<file path="config.mk">
export PLATFORM = sky130hd
export DESIGN_NAME = nearest_position_request_scheduler_flat
export DESIGN_NICKNAME = d
export VERILOG_FILES = /design/src/sv/npr_pkg.sv /design/src/sv/npr_req_if.sv /design/src/sv/npr_rsp_if.sv /design/src/sv/nearest_position_request_scheduler.sv /design/src/sv/npr_ram.sv /design/src/sv/npr_nearest.sv /design/src/flat_wrapper.sv
export SDC_FILE = /design/constraint.sdc
export NUM_CORES = 2
export LEC_CHECK = 0
export BUFFER_PORTS_ARGS = -buffer_cell sky130_fd_sc_hd__buf_4
export CORE_MARGIN = 2
export CORE_UTILIZATION = 64
export CTS_BUF_LIST = sky130_fd_sc_hd__clkbuf_16
export DETAILED_ROUTE_END_ITERATION = 7
export PLACE_DENSITY_LB_ADDON = 0.15
export SYNTH_ARGS = -nofsm -noshare
export SYNTH_HDL_FRONTEND = slang
export SYNTH_SLANG_ARGS = --single-unit
</file>
<file path="constraint.sdc">
create_clock -name clk -period 20.4 [get_ports clk]
set_input_delay 2.04 -clock clk [delete_from_list [all_inputs] [get_ports clk]]
set_output_delay 2.04 -clock clk [all_outputs]
set_load 0.02 [all_outputs]
</file>
<file path="src/sv/npr_pkg.sv">
// ----------------------------------------------------------------------------
// npr_pkg
// shared types and constants of the nearest position request scheduler
// ----------------------------------------------------------------------------
`default_nettype none

package npr_pkg;

  localparam int QUEUE_DEPTH_DEF   = 16;
  localparam int POSITION_BITS_DEF = 48;
  localparam int TAG_BITS_DEF      = 8;

  localparam logic MODE_ADD      = 1'b0;
  localparam logic MODE_DISPATCH = 1'b1;

  typedef enum logic [1:0] {
    STATUS_ADDED      = 2'd0,
    STATUS_DISPATCHED = 2'd1,
    STATUS_EMPTY      = 2'd2,
    STATUS_FULL       = 2'd3
  } status_t;

  typedef enum logic [1:0] {
    ST_IDLE,
    ST_SCAN,
    ST_COPY,
    ST_FINISH
  } state_t;

  typedef struct packed {
    logic clear;
    logic sample;
  } cmp_ctl_t;

endpackage

`default_nettype wire

</file>
<file path="src/sv/npr_req_if.sv">
// ----------------------------------------------------------------------------
// npr_req_if
// request channel: add or dispatch beats with valid and ready
// ----------------------------------------------------------------------------
`default_nettype none

interface npr_req_if #(
  parameter int POSITION_BITS = 48,
  parameter int TAG_BITS      = 8
);
  logic                     valid;
  logic                     ready;
  logic                     mode;
  logic [POSITION_BITS-1:0] request_position;
  logic                     request_write;
  logic [TAG_BITS-1:0]      request_tag;

  modport source (
    output valid, mode, request_position, request_write, request_tag,
    input  ready
  );

  modport sink (
    input  valid, mode, request_position, request_write, request_tag,
    output ready
  );
endinterface

`default_nettype wire

</file>
<file path="src/sv/npr_rsp_if.sv">
// ----------------------------------------------------------------------------
// npr_rsp_if
// result channel: one result beat per request beat
// ----------------------------------------------------------------------------
`default_nettype none

interface npr_rsp_if #(
  parameter int POSITION_BITS = 48,
  parameter int TAG_BITS      = 8,
  parameter int COUNT_BITS    = 5
);
  logic                     valid;
  logic                     ready;
  logic [1:0]               status;
  logic [POSITION_BITS-1:0] out_position;
  logic                     out_write;
  logic [TAG_BITS-1:0]      out_tag;
  logic [COUNT_BITS-1:0]    pending_count;

  modport source (
    output valid, status, out_position, out_write, out_tag, pending_count,
    input  ready
  );

  modport sink (
    input  valid, status, out_position, out_write, out_tag, pending_count,
    output ready
  );
endinterface

`default_nettype wire

</file>
<file path="src/sv/nearest_position_request_scheduler.sv">
// ----------------------------------------------------------------------------
// nearest_position_request_scheduler
// shortest seek first scheduler over a queue of pending requests in ram
// ----------------------------------------------------------------------------
// channel  dir  handshake      payload
// req      in   valid / ready  mode, request_position, request_write, request_tag
// rsp      out  valid / ready  status, out_position, out_write, out_tag, pending_count
//
// an add or a refused beat goes through accept, then result load
// a dispatch scans every pending entry through the one distance comparator,
// closes up the ram behind the chosen slot k, then loads the result; one ram
// read per cycle paces the scan and the copy
// req.ready is high only in idle; a stalled rsp holds the finished result and
// the block waits in the result state until the output register frees
// synchronous active high reset clears control state; the ram needs no clearing
// ----------------------------------------------------------------------------
`default_nettype none

module nearest_position_request_scheduler
  import npr_pkg::*;
#(
  parameter int QUEUE_DEPTH   = QUEUE_DEPTH_DEF,
  parameter int POSITION_BITS = POSITION_BITS_DEF,
  parameter int TAG_BITS      = TAG_BITS_DEF,
  localparam int IDX_W  = $clog2(QUEUE_DEPTH),
  localparam int CNT_W  = $clog2(QUEUE_DEPTH + 1),
  localparam int DATA_W = TAG_BITS + 1,
  localparam int WORD_W = POSITION_BITS + DATA_W
) (
  input wire logic clk,
  input wire logic rst,
  npr_req_if.sink  req,
  npr_rsp_if.source rsp
);

  state_t state;
  state_t state_next;

  logic [CNT_W-1:0]         count;
  logic [POSITION_BITS-1:0] head;
  logic [CNT_W-1:0]         scan_addr;
  logic                     rd_pend;
  logic [IDX_W-1:0]         rd_idx;
  logic [CNT_W-1:0]         copy_addr;
  logic                     copy_pend;
  logic [IDX_W-1:0]         copy_dst;
  status_t                  res_status;

  logic                     out_valid;
  status_t                  out_status;
  logic [POSITION_BITS-1:0] out_pos;
  logic                     out_wr;
  logic [TAG_BITS-1:0]      out_tg;
  logic [CNT_W-1:0]         out_cnt;

  logic                     accept;
  logic                     full;
  logic                     scan_rd;
  logic                     copy_rd;
  logic                     out_load;
  logic                     ram_we;
  logic [IDX_W-1:0]         ram_waddr;
  logic [WORD_W-1:0]        ram_wdata;
  logic                     ram_re;
  logic [IDX_W-1:0]         ram_raddr;
  logic [WORD_W-1:0]        ram_rdata;
  cmp_ctl_t                 cmp_ctl;

  logic [IDX_W-1:0]         best_idx;
  logic [POSITION_BITS-1:0] best_pos;
  logic [DATA_W-1:0]        best_data;

  npr_ram #(
    .WIDTH (WORD_W),
    .DEPTH (QUEUE_DEPTH)
  ) u_ram (
    .clk   (clk),
    .we    (ram_we),
    .waddr (ram_waddr),
    .wdata (ram_wdata),
    .re    (ram_re),
    .raddr (ram_raddr),
    .rdata (ram_rdata)
  );

  npr_nearest #(
    .POS_W  (POSITION_BITS),
    .IDX_W  (IDX_W),
    .DATA_W (DATA_W)
  ) u_nearest (
    .clk       (clk),
    .ctl       (cmp_ctl),
    .head      (head),
    .cand_pos  (ram_rdata[WORD_W-1:DATA_W]),
    .cand_data (ram_rdata[DATA_W-1:0]),
    .cand_idx  (rd_idx),
    .best_idx  (best_idx),
    .best_pos  (best_pos),
    .best_data (best_data)
  );

  // control outputs
  always_comb begin
    full      = (count == CNT_W'(QUEUE_DEPTH));
    accept    = 1'b0;
    scan_rd   = 1'b0;
    copy_rd   = 1'b0;
    out_load  = 1'b0;
    ram_we    = 1'b0;
    ram_waddr = count[IDX_W-1:0];
    ram_wdata = {req.request_position, req.request_write, req.request_tag};
    ram_re    = 1'b0;
    ram_raddr = scan_addr[IDX_W-1:0];
    cmp_ctl   = '{clear: 1'b0, sample: 1'b0};
    req.ready = 1'b0;
    unique case (state)
      ST_IDLE: begin
        req.ready = 1'b1;
        accept    = req.valid;
        ram_we    = req.valid && (req.mode == MODE_ADD) && !full;
        cmp_ctl.clear = req.valid && (req.mode == MODE_DISPATCH);
      end
      ST_SCAN: begin
        scan_rd   = (scan_addr < count);
        ram_re    = scan_rd;
        cmp_ctl.sample = rd_pend;
      end
      ST_COPY: begin
        copy_rd   = (copy_addr < count);
        ram_re    = copy_rd;
        ram_raddr = copy_addr[IDX_W-1:0];
        ram_we    = copy_pend;
        ram_waddr = copy_dst;
        ram_wdata = ram_rdata;
      end
      ST_FINISH: begin
        out_load  = !out_valid || rsp.ready;
      end
      default: begin
      end
    endcase
  end

  // next state
  always_comb begin
    state_next = state;
    unique case (state)
      ST_IDLE: begin
        if (accept) begin
          if (req.mode == MODE_DISPATCH && count != '0) begin
            state_next = ST_SCAN;
          end else begin
            state_next = ST_FINISH;
          end
        end
      end
      ST_SCAN: begin
        if (!scan_rd && !rd_pend) begin
          state_next = ST_COPY;
        end
      end
      ST_COPY: begin
        if (!copy_rd && !copy_pend) begin
          state_next = ST_FINISH;
        end
      end
      ST_FINISH: begin
        if (out_load) begin
          state_next = ST_IDLE;
        end
      end
      default: state_next = ST_IDLE;
    endcase
  end

  always_ff @(posedge clk) begin
    if (rst) begin
      state     <= ST_IDLE;
      count     <= '0;
      head      <= '0;
      rd_pend   <= 1'b0;
      copy_pend <= 1'b0;
      out_valid <= 1'b0;
    end else begin
      state <= state_next;
      if (out_load) begin
        out_valid <= 1'b1;
      end else if (rsp.ready) begin
        out_valid <= 1'b0;
      end
      unique case (state)
        ST_IDLE: begin
          rd_pend   <= 1'b0;
          copy_pend <= 1'b0;
          if (accept) begin
            scan_addr <= '0;
            if (req.mode == MODE_ADD) begin
              if (full) begin
                res_status <= STATUS_FULL;
              end else begin
                res_status <= STATUS_ADDED;
                count      <= count + CNT_W'(1);
              end
            end else if (count == '0) begin
              res_status <= STATUS_EMPTY;
            end
          end
        end
        ST_SCAN: begin
          rd_pend <= scan_rd;
          rd_idx  <= scan_addr[IDX_W-1:0];
          if (scan_rd) begin
            scan_addr <= scan_addr + CNT_W'(1);
          end
          copy_addr <= CNT_W'(best_idx) + CNT_W'(1);
        end
        ST_COPY: begin
          copy_pend <= copy_rd;
          copy_dst  <= IDX_W'(copy_addr - CNT_W'(1));
          if (copy_rd) begin
            copy_addr <= copy_addr + CNT_W'(1);
          end
          if (!copy_rd && !copy_pend) begin
            count      <= count - CNT_W'(1);
            head       <= best_pos;
            res_status <= STATUS_DISPATCHED;
          end
        end
        ST_FINISH: begin
        end
        default: begin
        end
      endcase
    end
  end

  // result register
  always_ff @(posedge clk) begin
    if (out_load) begin
      out_status <= res_status;
      out_cnt    <= count;
      if (res_status == STATUS_DISPATCHED) begin
        out_pos <= best_pos;
        out_wr  <= best_data[DATA_W-1];
        out_tg  <= best_data[TAG_BITS-1:0];
      end else begin
        out_pos <= '0;
        out_wr  <= 1'b0;
        out_tg  <= '0;
      end
    end
  end

  assign rsp.valid         = out_valid;
  assign rsp.status        = out_status;
  assign rsp.out_position  = out_pos;
  assign rsp.out_write     = out_wr;
  assign rsp.out_tag       = out_tg;
  assign rsp.pending_count = out_cnt;

  a_count_bound: assert property (@(posedge clk) disable iff (rst)
    count <= CNT_W'(QUEUE_DEPTH))
    else $error("pending count above queue depth");

  a_dispatch_dec: assert property (@(posedge clk) disable iff (rst)
    (state == ST_COPY && state_next == ST_FINISH) |=> count == $past(count) - CNT_W'(1))
    else $error("dispatch did not remove exactly one entry");

  a_no_scan_write: assert property (@(posedge clk) disable iff (rst)
    ram_we |-> (state == ST_IDLE || state == ST_COPY))
    else $error("ram written outside add or compaction");

  a_copy_range: assert property (@(posedge clk) disable iff (rst)
    (ram_we && state == ST_COPY) |-> CNT_W'(copy_dst) < count - CNT_W'(1))
    else $error("compaction write beyond pending entries");

endmodule

`default_nettype wire

</file>
<file path="src/sv/npr_ram.sv">
// ----------------------------------------------------------------------------
// npr_ram
// generic simple dual port ram, one write port, one registered read port
// ----------------------------------------------------------------------------
`default_nettype none

module npr_ram #(
  parameter int WIDTH = 8,
  parameter int DEPTH = 16,
  localparam int ADDR_W = (DEPTH > 1) ? $clog2(DEPTH) : 1
) (
  input  wire logic              clk,
  input  wire logic              we,
  input  wire logic [ADDR_W-1:0] waddr,
  input  wire logic [WIDTH-1:0]  wdata,
  input  wire logic              re,
  input  wire logic [ADDR_W-1:0] raddr,
  output logic      [WIDTH-1:0]  rdata
);

  logic [WIDTH-1:0] mem [DEPTH];

  always_ff @(posedge clk) begin
    if (we) begin
      mem[waddr] <= wdata;
    end
    if (re) begin
      rdata <= mem[raddr];
    end
  end

endmodule

`default_nettype wire

</file>
<file path="src/sv/npr_nearest.sv">
// ----------------------------------------------------------------------------
// npr_nearest
// shared distance compare unit, keeps the nearest candidate seen so far
// ----------------------------------------------------------------------------
`default_nettype none

module npr_nearest
  import npr_pkg::*;
#(
  parameter int POS_W  = 48,
  parameter int IDX_W  = 4,
  parameter int DATA_W = 9
) (
  input  wire logic              clk,
  input  wire cmp_ctl_t          ctl,
  input  wire logic [POS_W-1:0]  head,
  input  wire logic [POS_W-1:0]  cand_pos,
  input  wire logic [DATA_W-1:0] cand_data,
  input  wire logic [IDX_W-1:0]  cand_idx,
  output logic      [IDX_W-1:0]  best_idx,
  output logic      [POS_W-1:0]  best_pos,
  output logic      [DATA_W-1:0] best_data
);

  logic             first;
  logic [POS_W-1:0] best_dist;
  logic [POS_W-1:0] cand_dist;
  logic             take;

  always_comb begin
    cand_dist = (cand_pos >= head) ? (cand_pos - head) : (head - cand_pos);
    // strict less keeps the oldest on a tie
    take = first || (cand_dist < best_dist);
  end

  always_ff @(posedge clk) begin
    if (ctl.clear) begin
      first <= 1'b1;
    end else if (ctl.sample) begin
      first <= 1'b0;
      if (take) begin
        best_dist <= cand_dist;
        best_idx  <= cand_idx;
        best_pos  <= cand_pos;
        best_data <= cand_data;
      end
    end
  end

endmodule

`default_nettype wire

</file>
<file path="src/flat_wrapper.sv">
// flat-port wrapper written by rule: the top's interface ports become plain ports
module nearest_position_request_scheduler_flat import npr_pkg::*;
#(
  parameter int QUEUE_DEPTH   = QUEUE_DEPTH_DEF,
  parameter int POSITION_BITS = POSITION_BITS_DEF,
  parameter int TAG_BITS      = TAG_BITS_DEF,
  localparam int IDX_W  = $clog2(QUEUE_DEPTH),
  localparam int CNT_W  = $clog2(QUEUE_DEPTH + 1),
  localparam int DATA_W = TAG_BITS + 1,
  localparam int WORD_W = POSITION_BITS + DATA_W
)
  (clk, rst, req_valid, req_mode, req_request_position, req_request_write, req_request_tag, req_ready, rsp_valid, rsp_status, rsp_out_position, rsp_out_write, rsp_out_tag, rsp_pending_count, rsp_ready);
  npr_req_if #(.POSITION_BITS(POSITION_BITS), .TAG_BITS(TAG_BITS)) req_i ();
  npr_rsp_if #(.POSITION_BITS(POSITION_BITS), .TAG_BITS(TAG_BITS), .COUNT_BITS(($clog2((QUEUE_DEPTH_DEF) + 1)))) rsp_i ();
  input wire logic clk;
  input wire logic rst;
  input wire logic [$bits(req_i.valid)-1:0] req_valid;
  input wire logic [$bits(req_i.mode)-1:0] req_mode;
  input wire logic [$bits(req_i.request_position)-1:0] req_request_position;
  input wire logic [$bits(req_i.request_write)-1:0] req_request_write;
  input wire logic [$bits(req_i.request_tag)-1:0] req_request_tag;
  output wire logic [$bits(req_i.ready)-1:0] req_ready;
  output wire logic [$bits(rsp_i.valid)-1:0] rsp_valid;
  output wire logic [$bits(rsp_i.status)-1:0] rsp_status;
  output wire logic [$bits(rsp_i.out_position)-1:0] rsp_out_position;
  output wire logic [$bits(rsp_i.out_write)-1:0] rsp_out_write;
  output wire logic [$bits(rsp_i.out_tag)-1:0] rsp_out_tag;
  output wire logic [$bits(rsp_i.pending_count)-1:0] rsp_pending_count;
  input wire logic [$bits(rsp_i.ready)-1:0] rsp_ready;
  assign req_i.valid = req_valid;
  assign req_i.mode = req_mode;
  assign req_i.request_position = req_request_position;
  assign req_i.request_write = req_request_write;
  assign req_i.request_tag = req_request_tag;
  assign req_ready = req_i.ready;
  assign rsp_valid = rsp_i.valid;
  assign rsp_status = rsp_i.status;
  assign rsp_out_position = rsp_i.out_position;
  assign rsp_out_write = rsp_i.out_write;
  assign rsp_out_tag = rsp_i.out_tag;
  assign rsp_pending_count = rsp_i.pending_count;
  assign rsp_i.ready = rsp_ready;
  nearest_position_request_scheduler #(.QUEUE_DEPTH(QUEUE_DEPTH), .POSITION_BITS(POSITION_BITS), .TAG_BITS(TAG_BITS)) u_core (.clk(clk), .rst(rst), .req(req_i), .rsp(rsp_i));
endmodule
</file>
# After elaboration in Yosys (flattened, before gate mapping)
# Memories as Yosys holds them, arrays and structs flattened. A register that Yosys moved wholly into a read port is not among the register bits.
# Cells that the tools add are included.
# Widths: inputs -> output; s select.
word_totals:
  register_bits: 252
  ramBits: 912
  input_bits: 62
  out_inout_bits: 66
  word_cells: 122
  n_memories: 1
memory_table:
  columns: ["memory", "depth", "word_bits", "rd", "rd_ports_with_merged_regs", "write_ports", "line_no", "source"]
  rows:
  - ["u_core.u_ram.mem", 16, 57, 1, 1, 1, "npr_ram.sv:21", "logic [WIDTH-1:0] mem [DEPTH];"]
classes:
  addsub: 8
  order_cmp: 4
  eq_ne: 14
  muxes: 41
  bitwise: 3
  reduce_logical: 30
op_table:
  columns: ["operator", "n"]
  rows:
  - ["$sub 48x48->48", 2]
  - ["$mux 57", 1]
  - ["$ge 48x48->1", 1]
  - ["$lt 48x48->1", 1]
  - ["$mux 48", 1]
  - ["$mux 5", 7]
  - ["$pmux 5 s2", 3]
  - ["$mux 2", 10]
  - ["$add 5x1->5 const B", 3]
  - ["$ne 2x1->1 const B", 6]
  - ["$mux 1", 11]
  - ["$lt 5x5->1", 2]
  - ["$reduce_and 5->1", 2]
  - ["$mux 4", 2]
  - ["$pmux 1 s2", 4]
  - ["$pmux 2 s4", 1]
  - ["$reduce_and 4->1", 2]
  - ["$reduce_bool 2->1", 4]
  - ["$logic_and 1x1->1", 6]
  - ["$logic_not 1->1", 6]
  - ["$reduce_and 2->1", 3]
  - ["$reduce_and 3->1", 2]
  - ["$add 4x1->5 const B", 1]
  - ["$eq 5x5->1 const B", 1]
  - ["other kinds (12)", 18]

# Longest topological paths before layout
logic_depth:
  depth_word: 6
  ltp_mapped: 27

# Modules after synthesis
# From an unflattened synthesis, not the netlist that was laid out.
hier_totals:
  cells_unflattened: 3219
  hier_area_um2: 52404.0
modules_own_cells:
  columns: ["mod", "n_inst", "cells_per_inst", "area_each_um2", "seq_area_each_um2"]
  rows:
  - ["npr_ram", 1, 1470, 35824.4, 29097.9]
  - ["npr_nearest", 1, 1141, 9977.1, 3293.2]
  - ["nearest_position_request_scheduler", 1, 608, 6602.6, 3683.5]

# Least setup slack after synthesis
# OpenSTA, ideal clock, no wires.
synth_path:
  kind: "register to register"
  startpoint: "register u_core.u_ram.rdata[9] (read register of u_core.u_ram.mem)"
  endpoint: "register u_core.u_nearest.best_data[0] (enable)"
  setup_time_ps: 472
  arrival_ps: 6427
  path_slack_ps: 13501
  stages_incl_launch_ff: 27
  path_cell_list: "edfxtp_1 -> inv_1 -> ha_1 -> inv_1 -> fa_1 -> a211oi_2 -> nor3_1 -> nor3_1 -> o21ai_1 -> a211oi_2 -> o31a_2 -> buf_6 -> buf_6 -> a211oi_1 -> a21oi_1 -> xor2_1 -> ha_1 -> a21o_1 -> a21oi_1 -> nor2b_1 -> o21ai_0 -> nand2b_1 -> a211oi_1 -> o211ai_1 -> a31oi_1 -> o21ai_0 -> nand2_1"
synth_via:
  elab_chain_cells: 5
  word_cells_on_any_way: 7
  classes_between: "add/sub (2); order compare (2); mux (1); reduce/logical (2)"
synth_lines:
  columns: ["element", "line_no", "source"]
  rows:
  - ["start, declared", "npr_ram.sv:18", "output logic [WIDTH-1:0] rdata"]
  - ["$sub 48x48->48 / $ge 48x48->1 (equally long branches)", "npr_nearest.sv:31", "cand_dist = (cand_pos >= head) ? (cand_pos - head) : (head - cand_pos);"]
  - ["$mux 48 (*)", "npr_nearest.sv:31", null]
  - ["named net u_core.u_nearest.cand_dist[13]", "npr_nearest.sv:27", "logic [POS_W-1:0] cand_dist;"]
  - ["$lt 48x48->1 (*)", "npr_nearest.sv:33", "take = first || (cand_dist < best_dist);"]
  - ["$logic_or 1x1->1 (*)", "npr_nearest.sv:33", null]
  - ["$reduce_and 3->1 (no line) (*)", null, null]
  - ["end signal, assigned", "npr_nearest.sv:45", "best_data <= cand_data;"]
  - ["end, declared", "npr_nearest.sv:22", "output logic [DATA_W-1:0] best_data"]
# Mark *: on every way through the listed nets, which the timed path passes. The rest lies on a longest branch.
# A chain may end at the register's enable or synchronous reset.

# Final worst setup path
layout_path:
  startpoint: "register u_core.u_ram.rdata[9] (read register of u_core.u_ram.mem)"
  endpoint: "register u_core.u_nearest.best_data[5] (enable)"
# Same word-level chain as after synthesis.

==> impl_results.md <==
* CP Launch Type: flop
* Crit Path Class: reg -> reg
* Port Buf Inserts at 127
* Total grt overflow at 0
* Maximum vdd drop at 106 uV
* Switching power total at 2680 uW
* Initial antenna violation count at 5
* Clk slew on worst S/H paths at 0.06 ns
* Power per Cell Area at 138 mW/mm^2
* Dpl ws at 12.99 ns
* Initial DRC count at 3526
* Number of max-cap violations at 0
* Yosys top cell area share at 0.661
* Die Wd at 291 um
* Tcrit/Tclk final at 0.363
* Clock root cell: clkbuf_16
* Crit path capture type: flop
* RSZ-0062 raised after global routing: false
* Layout overhead on the synthesized area at 11.6%
* Most instantiated cells after synthesis: 1162 x edfxtp_1, 304 x nand2_1, 228 x mux4_2
* Yosys cell types at 81
* Routed WL per cell at 29.0 um
* Remaining DRCs at 0
* Tightest Pin Transition at 1.29 ns
* Syn Nets at 3538
* Worst EP arrival at 7.70 ns
* Post-CTS Repair Setup Buffers at 0
* Top FF cell, synth: edfxtp_1
* Clock Power Share at 0.275
* Setup_tns at 0 ns
* IO Pins at 128
* Final slew viol count at 0
* H-tree depth at 3
* Number of synthesized flops with an enable pin at 1162
* Combined area of all synthesized cells at 0.0528 mm^2
* Die area at 0.0848 mm^2
* Crit path time final at 7.40 ns
* Synth Warn # at 0
* Die height at 291 um
* Internal Power at 5450 uW
* Top-count cell post-synth: edfxtp_1
* Seq/Total Area, Yosys at 0.683
* CP required at 20.70 ns
* Fillcell total at 5034
* Part of the power in combinational logic at 0.325
* Final WS setup at 13.00 ns
* ANT nets after route at 0
* Non-Filler Cell Area, Final at 0.0589 mm^2
* Register area at 0.0361 mm^2
* Num rows at 105
* CTS tree: done
* Slowest cell on the critical path: buf_4
* Final setup viols at 0
* Maximum clock insertion buffer count at 3
* Top post-synthesis cells by area: edfxtp_1 66%, mux4_2 9.7%, ha_1 3.8%
* Fmax at 135 MHz
* Number of buffers created by CTS at 115
* Hold Vio Cnt, Final at 0
* Total track usage at 0.316
* Worst path most repeated cell: o21ai_0
* Footprint of the multi-input gates at 0.0155 mm^2
* Mapped Cells at 3313
* Pleak at 0.0202 uW
* Synth area leader: edfxtp_1
* Final net count at 3663
* Drt first pass iters at 5
* Power share of the sequential group at 0.400
* Clock Latency Late Sink at 0.69 ns
* Starting Density at 0.645
* Layout cell share with drive strength beyond 1 at 0.196
* Global-route wire length before repair at 197000 um
* Routed via count at 30700
* Overall power at 8140 uW
* Rel. slew slack at 0.136
* Delay of the slowest critical-path stage at 0.87 ns
* Area of the core at 0.0818 mm^2
* Hold_buf cts at 0
* Mean Syn Cell Area at 15.9 um^2
* Worst Hold Class: reg -> reg
* Worst-path fanout max at 57
* Vias in the first global route at 30600
* Run status: finished clean
* Final core utilization at 0.720
* Via density at 6.66
* Sw Ratio at 0.330
* Setup Skew at 0.0323 ns
* Largest net degree at the start of global routing at 115
* Post-CTS resize count at 0
* Gpl congestion at 0.969
* Yosys reg bits at 1221
* Clock sinks at 1221
* Drt total wl at 133000 um
* Async S/R FF share, synth at 0
* DP HPWL at 76000 um
* Placed Area at 0.0549 mm^2
-- power by group through the flow --
stage               combinational [uW]  sequential, uW  clock [uW]
finish                            2640            3250        2240
global route                      2860            3270        2350
global placement                  2560            3290           0
detailed placement                2600            3300           0
CTS                               2630            3250        2260
floorplan                         1860            3280           0
-- registers in the layout, summed over array words and instances (netlist names), 8 cells and up --
name                        flops
u_core.head                    48
u_core.u_nearest.best_data      9
u_core.u_ram.rdata             57
u_core.u_ram.mem              912
u_core.rsp.out_position        48
u_core.u_nearest.best_pos      48
u_core.rsp.out_tag              8
u_core.u_nearest.best_dist     48
-- layout make-up --
| type | instances | share of cell area |
|---|---|---|
| tap | 1070 | 0.0227 |
| antenna | 2 | 0.0000849 |
| inverter | 174 | 0.0111 |
| multi-input combinational | 1752 | 0.264 |
| sequential | 1221 | 0.612 |
| timing repair buffer | 174 | 0.0226 |
| clock buffer | 116 | 0.0492 |
| clock inverter | 97 | 0.0185 |
-- placed cells by master (no fill, tap or decap), types with 54 or more instances in the layout --
cell type / instances
a211oi_1: 72
a21oi_1: 189
mux2_2: 58
mux4_2: 228
ha_1: 159
inv_1: 186
nand2_1: 302
o21ai_0: 65
clkbuf_16: 116
and2_1: 128
buf_4: 172
edfxtp_1: 1162
nor2_1: 73
a31oi_1: 73
a21o_1: 54
dfxtp_1: 59
-- stage by stage --
step                cells  hold WS (ns)
global placement     4391         0.406
finish               4606         0.426
global route         4605         0.440
detailed placement   4391         0.412
floorplan            3313         0.400
CTS                  4604         0.426
-- worst max-delay path: cells and delay by family, from the launching register on --
kind,cells,cell delay (ns)
AOI/OAI and AO/OA,12,2.55
xor gates and xnor gates,1,0.17
and+or+nand+nor,4,1.03
DFF,1,0.45
adders and majority gates,3,0.92
muxes,1,0.37
buffers and inverters,4,1.44
-- kinds of logic after synthesis --
kind of cell,synth area share
buf+inv,0.0267
flops,0.683
compound gates,0.0693
simple gates,0.0592
mux,0.113
xor+xnor,0.00962
fa+ha+maj,0.0390
-- path summary, 6_finish.rpt --
kind                                            start                            end  slack [ns]  cells after the start
worst max-delay path            u_core.u_ram.rdata[9]  u_core.u_nearest.best_data[5]       13.00                     25
worst min-delay path                 u_core.rd_idx[3]   u_core.u_nearest.best_idx[3]        0.43                      0
worst max register to register  u_core.u_ram.rdata[9]  u_core.u_nearest.best_data[5]       13.00                     25
worst min register to register       u_core.rd_idx[3]   u_core.u_nearest.best_idx[3]        0.43                      0
-- routing by layer --
| metal | up-vias | wire length (um) | GRT usage |
|---|---|---|---|
| li1 | 13000 | - | - |
| met1 | 15600 | 52100 | 0.451 |
| met2 | 1773 | 64500 | 0.509 |
| met3 | 282 | 13000 | 0.0570 |
| met4 | 2 | 3870 | 0.0904 |
| met5 | - | 13 | 0 |
Power figures use the tool's default switching activity.
